$ cat config.mk
export PLATFORM = sky130hd
export DESIGN_NAME = lrni_ctrl
export DESIGN_NICKNAME = d
export VERILOG_FILES = /design/src/rtl/core/lrni_pkg.sv /design/src/rtl/core/lrni_ctrl.sv
export SDC_FILE = /design/constraint.sdc
export NUM_CORES = 1
export LEC_CHECK = 0
export BUFFER_PORTS_ARGS = -buffer_cell sky130_fd_sc_hd__buf_2
export CAP_MARGIN = 25
export CORE_MARGIN = 8
export CORE_UTILIZATION = 47
export DETAILED_ROUTE_END_ITERATION = 7
export GPL_TIMING_DRIVEN = 0
export HOLD_SLACK_MARGIN = 0.12
export PLACE_DENSITY_LB_ADDON = 0.25
export SLEW_MARGIN = 10
export SYNTH_ARGS = -nofsm -noshare
export SYNTH_HDL_FRONTEND = slang
export SYNTH_SLANG_ARGS = --single-unit
export TNS_END_PERCENT = 5
$ cat constraint.sdc
create_clock -name aclk -period 5.1 [get_ports aclk]
set_input_delay 0.255 -clock aclk [delete_from_list [all_inputs] [get_ports aclk]]
set_output_delay 0.255 -clock aclk [all_outputs]
set_load 0.05 [all_outputs]
$ cat src/rtl/core/lrni_pkg.sv
// Shared types, widths and helpers for the lidar range noise injector.
// Used by the controller, the datapath and the top level; depends on nothing.
`default_nettype none

package lrni_pkg;

    // Field widths fixed by the interface.
    localparam int COORD_W    = 24;
    localparam int NOISE_W    = 16;
    localparam int TBL_W      = 23;
    localparam int AMT_W      = 24;
    localparam int MODE_W     = 2;
    localparam int ENT_W      = 6;
    localparam int IDX_W      = 5;
    localparam int CFG_IDX_W  = 2;
    localparam int CFG_DATA_W = 24;

    // Internal arithmetic widths.
    localparam int R_W    = 32;
    localparam int RMAG_W = 40;
    localparam int DIV_W  = 32;
    localparam int E_W    = 31;

    localparam int TABLE_DEPTH_DEF = 32;

    // Error modes; any other code selects the table.
    localparam logic [MODE_W-1:0] MODE_CONST = 2'd0;
    localparam logic [MODE_W-1:0] MODE_PROP  = 2'd1;

    // Configuration register indexes.
    localparam logic [CFG_IDX_W-1:0] CFG_MODE    = 2'd0;
    localparam logic [CFG_IDX_W-1:0] CFG_AMOUNT  = 2'd1;
    localparam logic [CFG_IDX_W-1:0] CFG_ENTRIES = 2'd2;

    // Datapath operations issued by the controller.
    typedef enum logic [4:0] {
        DP_NOP,
        DP_ACCEPT,
        DP_SQ,
        DP_SQRT_INIT,
        DP_SQRT_STEP,
        DP_PREP,
        DP_TREAD,
        DP_E_ZERO,
        DP_E_LAST,
        DP_E_HIT,
        DP_TSAVE,
        DP_IPREP,
        DP_IMUL,
        DP_DIVI_INT,
        DP_DIVI_CRD,
        DP_DIV_STEP,
        DP_IFIN,
        DP_DELTA,
        DP_RANGE,
        DP_PLO,
        DP_PHI,
        DP_CFIN,
        DP_ZOUT,
        DP_PUSH
    } dp_op_t;

    typedef struct packed {
        dp_op_t     op;
        logic [1:0] sel;
    } dp_cmd_t;

    typedef struct packed {
        logic r_zero;
        logic tbl_le;
        logic tbl_eq;
    } dp_stat_t;

    // Saturate a sign and magnitude to a signed 24-bit word.
    function automatic logic [COORD_W-1:0] sat24(input logic neg, input logic [40:0] mag);
        if (!neg) begin
            return (mag > 41'h7FFFFF) ? 24'h7FFFFF : mag[COORD_W-1:0];
        end
        if (mag >= 41'h800000) begin
            return 24'h800000;
        end
        return (~mag[COORD_W-1:0]) + 24'd1;
    endfunction

endpackage

`default_nettype wire

$ cat src/rtl/core/lrni_ctrl.sv
// Sequencing state machine of the noise injector: handshakes, loop counters,
// table walk. Depends on lrni_pkg; drives the datapath through dp_cmd_t.
`default_nettype none

module lrni_ctrl #(
    parameter int TABLE_DEPTH = lrni_pkg::TABLE_DEPTH_DEF,
    parameter int ADDR_W      = $clog2(TABLE_DEPTH)
) (
    input  wire logic                       aclk,
    input  wire logic                       aresetn,
    input  wire logic                       s_valid,
    output logic                            s_ready,
    input  wire logic                       s_op,
    output logic                            m_valid,
    input  wire logic                       m_ready,
    input  wire logic [lrni_pkg::MODE_W-1:0] error_mode,
    input  wire logic [lrni_pkg::ENT_W-1:0]  table_entries,
    input  wire lrni_pkg::dp_stat_t          stat,
    output lrni_pkg::dp_cmd_t                cmd,
    output logic      [ADDR_W-1:0]           tbl_addr
);
    import lrni_pkg::*;

    localparam int KW = $clog2(TABLE_DEPTH + 1);
    localparam int NW = (KW > ENT_W) ? KW : ENT_W;

    typedef enum logic [4:0] {
        S_IDLE, S_SQ, S_SQRT_INIT, S_SQRT, S_PREP, S_TREAD, S_TCMP, S_IMUL,
        S_DIVI, S_DIV, S_IFIN, S_DELTA, S_RANGE, S_PLO, S_PHI, S_CDIVI,
        S_CFIN, S_ZOUT, S_DONE
    } state_t;

    state_t         state_reg, state_next;
    logic [1:0]     sel_reg, sel_next;
    logic [4:0]     cnt_reg, cnt_next;
    logic [NW-1:0]  k_reg, k_next;
    logic           crd_reg, crd_next;
    logic           m_valid_reg, m_valid_next;
    logic [NW-1:0]  ent_ext;
    logic [NW-1:0]  n_eff;
    logic           push;

    assign ent_ext  = NW'(table_entries);
    assign n_eff    = (ent_ext > NW'(TABLE_DEPTH)) ? NW'(TABLE_DEPTH) : ent_ext;
    assign s_ready  = (state_reg == S_IDLE);
    assign m_valid  = m_valid_reg;
    assign tbl_addr = k_reg[ADDR_W-1:0];
    assign push     = (state_reg == S_DONE) && (!m_valid_reg || m_ready);

    // Next state and command decode.
    always_comb begin
        state_next = state_reg;
        sel_next   = sel_reg;
        cnt_next   = cnt_reg;
        k_next     = k_reg;
        crd_next   = crd_reg;
        cmd.op     = DP_NOP;
        cmd.sel    = sel_reg;
        unique case (state_reg)
            S_IDLE: begin
                if (s_valid) begin
                    cmd.op = DP_ACCEPT;
                    if (!s_op) begin
                        sel_next   = 2'd0;
                        state_next = S_SQ;
                    end
                end
            end
            S_SQ: begin
                cmd.op = DP_SQ;
                if (sel_reg == 2'd2) begin
                    state_next = S_SQRT_INIT;
                end else begin
                    sel_next = sel_reg + 2'd1;
                end
            end
            S_SQRT_INIT: begin
                cmd.op     = DP_SQRT_INIT;
                cnt_next   = 5'd0;
                state_next = S_SQRT;
            end
            S_SQRT: begin
                cmd.op   = DP_SQRT_STEP;
                cnt_next = cnt_reg + 5'd1;
                if (cnt_reg == 5'd31) begin
                    state_next = S_PREP;
                end
            end
            S_PREP: begin
                cmd.op = DP_PREP;
                k_next = '0;
                if (error_mode == MODE_CONST || error_mode == MODE_PROP || stat.r_zero) begin
                    state_next = S_DELTA;
                end else begin
                    state_next = S_TREAD;
                end
            end
            S_TREAD: begin
                if (k_reg == n_eff) begin
                    cmd.op     = (n_eff == '0) ? DP_E_ZERO : DP_E_LAST;
                    state_next = S_DELTA;
                end else begin
                    cmd.op     = DP_TREAD;
                    state_next = S_TCMP;
                end
            end
            S_TCMP: begin
                if (stat.tbl_le && stat.tbl_eq) begin
                    cmd.op     = DP_E_HIT;
                    state_next = S_DELTA;
                end else if (stat.tbl_le) begin
                    cmd.op     = DP_TSAVE;
                    k_next     = k_reg + 1'b1;
                    state_next = S_TREAD;
                end else if (k_reg == '0) begin
                    cmd.op     = DP_E_ZERO;
                    state_next = S_DELTA;
                end else begin
                    cmd.op     = DP_IPREP;
                    state_next = S_IMUL;
                end
            end
            S_IMUL: begin
                cmd.op     = DP_IMUL;
                state_next = S_DIVI;
            end
            S_DIVI: begin
                cmd.op     = DP_DIVI_INT;
                crd_next   = 1'b0;
                cnt_next   = 5'd0;
                state_next = S_DIV;
            end
            S_DIV: begin
                cmd.op   = DP_DIV_STEP;
                cnt_next = cnt_reg + 5'd1;
                if (cnt_reg == 5'd31) begin
                    state_next = crd_reg ? S_CFIN : S_IFIN;
                end
            end
            S_IFIN: begin
                cmd.op     = DP_IFIN;
                state_next = S_DELTA;
            end
            S_DELTA: begin
                cmd.op     = DP_DELTA;
                state_next = S_RANGE;
            end
            S_RANGE: begin
                cmd.op     = DP_RANGE;
                sel_next   = 2'd0;
                state_next = stat.r_zero ? S_ZOUT : S_PLO;
            end
            S_PLO: begin
                cmd.op     = DP_PLO;
                state_next = S_PHI;
            end
            S_PHI: begin
                cmd.op     = DP_PHI;
                state_next = S_CDIVI;
            end
            S_CDIVI: begin
                cmd.op     = DP_DIVI_CRD;
                crd_next   = 1'b1;
                cnt_next   = 5'd0;
                state_next = S_DIV;
            end
            S_CFIN: begin
                cmd.op = DP_CFIN;
                if (sel_reg == 2'd2) begin
                    state_next = S_DONE;
                end else begin
                    sel_next   = sel_reg + 2'd1;
                    state_next = S_PLO;
                end
            end
            S_ZOUT: begin
                cmd.op     = DP_ZOUT;
                state_next = S_DONE;
            end
            S_DONE: begin
                if (push) begin
                    cmd.op     = DP_PUSH;
                    state_next = S_IDLE;
                end
            end
            default: begin
                state_next = S_IDLE;
            end
        endcase
    end

    // Result word valid: set on push, cleared when taken.
    always_comb begin
        m_valid_next = m_valid_reg;
        if (m_valid_reg && m_ready) begin
            m_valid_next = 1'b0;
        end
        if (push) begin
            m_valid_next = 1'b1;
        end
    end

    // State and registered outputs.
    always_ff @(posedge aclk) begin
        if (!aresetn) begin
            state_reg   <= S_IDLE;
            sel_reg     <= 2'd0;
            cnt_reg     <= 5'd0;
            k_reg       <= '0;
            crd_reg     <= 1'b0;
            m_valid_reg <= 1'b0;
        end else begin
            state_reg   <= state_next;
            sel_reg     <= sel_next;
            cnt_reg     <= cnt_next;
            k_reg       <= k_next;
            crd_reg     <= crd_next;
            m_valid_reg <= m_valid_next;
        end
    end

endmodule

`default_nettype wire

==> flow_summary.yaml <==
outcome:
  outcome: "complete, no violations"
critical_path:
  cp_max_fo: 10
  critPathTopFamily: "buffers and inverters"
  required_ps: 4850
  path_cells: "buf_2, buf_1, nand2_1, nor2_1, a21oi_1, nor3_1, a31oi_1, o21ai_1, buf_2"
  critPathBufInv: 3
  cpMostUsedCell: "buf_2"
  crit_arrival_ps: 2350
  cp_slowest_cell: "buf_1"
  worstSetupEndpointType: "output port"
  crit_type: "reg -> out"
  critPathLaunchType: "flop"
  cpPeakStageDelay_ps: 450
timing:
  post-route-min-period_ps: 2610
  fmax_ghz: 0.384
  slew_headroom_pct: 60.5
  fin_setup_tns_ps: 0
  setup_viol: 0
  finalHoldViolCount: 0
  worstMarginPinSlew_ps: 591
  fin_skew_ps: 4.81
  finalCritPeriodShare_pct: 51.1
  rsz0062_at_grt: "false"
  timing.final.max_slew_violations: 0
clock_tree:
  cts.sinks: 20
  clk_latency_ps: 260
  htree_levels: 1
  cts_tree: "built"
  numCtsBuffers: 3
  cts_buffer_depth: 2
  cts_hold_buf: 0
  cts.reportedPaths.clkPinSlew_ps: 80
  postCtsSetupBuffers: 0
  postCtsResizedCells: 0
  clk_root_buffer_cell: "clkbuf_8"
job:
  maxCapViolations: 0
grt:
  use_met2_pct: 26.3
  grt_max_degree: 12
  use_met3_pct: 4.38
  grt_pass1_vias: 1835
  antenna_found_initial: 0
  use_met1_pct: 24.7
  grt_overflow: 0
  grt_pass1_wl_mm: 8.97
  track_usage_pct: 17.8
  grt.busiest_layer: "met2"
synthesis:
  synthDistinctLibCells: 58
  synth_flop_cell: "dfxtp_1"
  syn_nets: 269
  syn_inst: 248
  synth_edf_count: 0
  ys_ff_latch: 20
  async_reset_ff_share_pct: 0
  syn_area_per_cell_sq_um: 7.13
  synth.cell_area_sq_mm: 0.00177
  yosys_warnings: 0
  seq_area_frac_synth_pct: 22.6
cells_and_area:
  final_cell_mix: "36 x buf_2, 27 x nor2_1, 25 x nand2_1"
  syn2layout_area_growth_pct: 14.4
  antenna_cells: 0
  nets: 302
  layout-drive-gt1-share_pct: 20.4
  final_core_util_pct: 55.7
  layout_commonest_cell: "buf_2"
  largest_reg_flops: 6
  finalInstanceArea_sq_mm: 0.00202
route:
  wl_per_cell_um: 16.6
  drc_errors: 0
  wl_mm: 5.44
  first_pass_iters: 4
  drt_iter0_drc: 234
  vias: 1963
  ant_nets: 0
  vias_per_cell: 5.98
die:
  io_pins: 30
  num_rows: 22
  core_sq_mm: 0.00363
  die_y_um: 77.4
  initial_utilization_pct: 48.7
  dieArea_sq_mm: 0.00598
  die_w_um: 77.4
place:
  postPlaceCellArea_sq_mm: 0.00197
  dp_hpwl_mm: 4.30
  routabilityCongestion: 0.982
  io_buffers: 28
pwr:
  p_leak_nw: 0.840
  fin_total_pwr_mw: 0.685
  p_per_area_mw_per_mm2: 339
  irDropWorstVdd_v: 0.000261
min_path:
  hold_class: "in -> reg"
[per-layer routing]
layer | routed length, um | share of wire (%)
met1 | 2470 | 45
met2 | 2260 | 42
met3 | 583 | 11
met4 | 127 | 2.3
met5 | 0 | 0
[cell type report]
type	instances	area, sq um
Inverter	8	30.0
Fill cell	403	1610
Sequential cell	20	400
Buffer	20	111
Multi-Input combinational cell	200	1230
Timing Repair Buffer	28	140
Clock buffer	4	55.1
Tap cell	48	60.1
[power by group]
part           leakage (nW)  internal, mW  switching, mW
registers             0.162         0.168        0.00953
clock network        0.0288        0.0688         0.0568
logic                 0.650         0.119          0.263
total                 0.840         0.356          0.329
[worst register-to-register path, stage by stage (launching register included)]
cell	delay [ps]
dfxtp_1	330
buf_6	130
clkbuf_1	400
buf_1	400
a32oi_1	210
o221ai_1	280
and3_1	190
[Yosys cell counts, types with 2 or more instances]
master	n	area (sq um)
o21a_2	2	17.5
nor2_1	27	101
a22oi_1	3	22.5
buf_4	5	37.5
mux2i_1	2	20.0
a31oi_1	8	50.1
dfxtp_1	20	400
a2bb2oi_1	2	17.5
o211ai_1	2	15.0
nor4_1	2	12.5
a21boi_1	2	15.0
nand3_1	10	50.1
o21ai_0	13	65.1
and3_1	4	25.0
clkbuf_1	3	11.3
nand2b_1	6	37.5
nand2_1	25	93.8
a21oi_1	12	60.1
buf_1	3	11.3
or4_1	2	15.0
o31ai_1	2	15.0
o21ai_1	7	35.0
nor3_1	9	45.0
nand4_1	5	31.3
a32oi_1	2	17.5
xor2_1	8	70.1
a21boi_0	2	15.0
ha_1	5	62.6
o22ai_1	2	12.5
nor2b_1	11	68.8
inv_1	8	30.0
buf_2	8	40.0
[per-stage QoR]
stage                     hold WS [ps]  setup WS [ps]  cells
after floorplan                    397           2600    248
after global placement             485           2870    324
after detailed placement           500           2850    324
after CTS                          313           2560    328
after global routing               328           2340    328
final                              311           2490    328
[kinds of logic after synthesis]
logic type | count (synthesis) | synth area share (%)
adder cells (fa/ha/maj) | 5 | 3.54
flip-flops | 20 | 22.6
buffers and inverters | 28 | 7.99
AO/OA/AOI/OAI | 71 | 26.9
XOR/XNOR | 9 | 4.46
AND/OR/NAND/NOR | 113 | 33.4
multiplexers | 2 | 1.13
[final timing paths]
| kind | from | to | slack [ps] | cells after the start |
|---|---|---|---|---|
| worst max-delay path | state_reg[2] | cmd[2] | 2490 | 9 |
| worst min register to register | cnt_reg[4] | cnt_reg[4] | 510 | 2 |
| worst max register to register | state_reg[3] | state_reg[2] | 3110 | 6 |
| worst min-delay path | aresetn | state_reg[3] | 310 | 3 |
No activity file was read; power rests on OpenSTA's default activity.
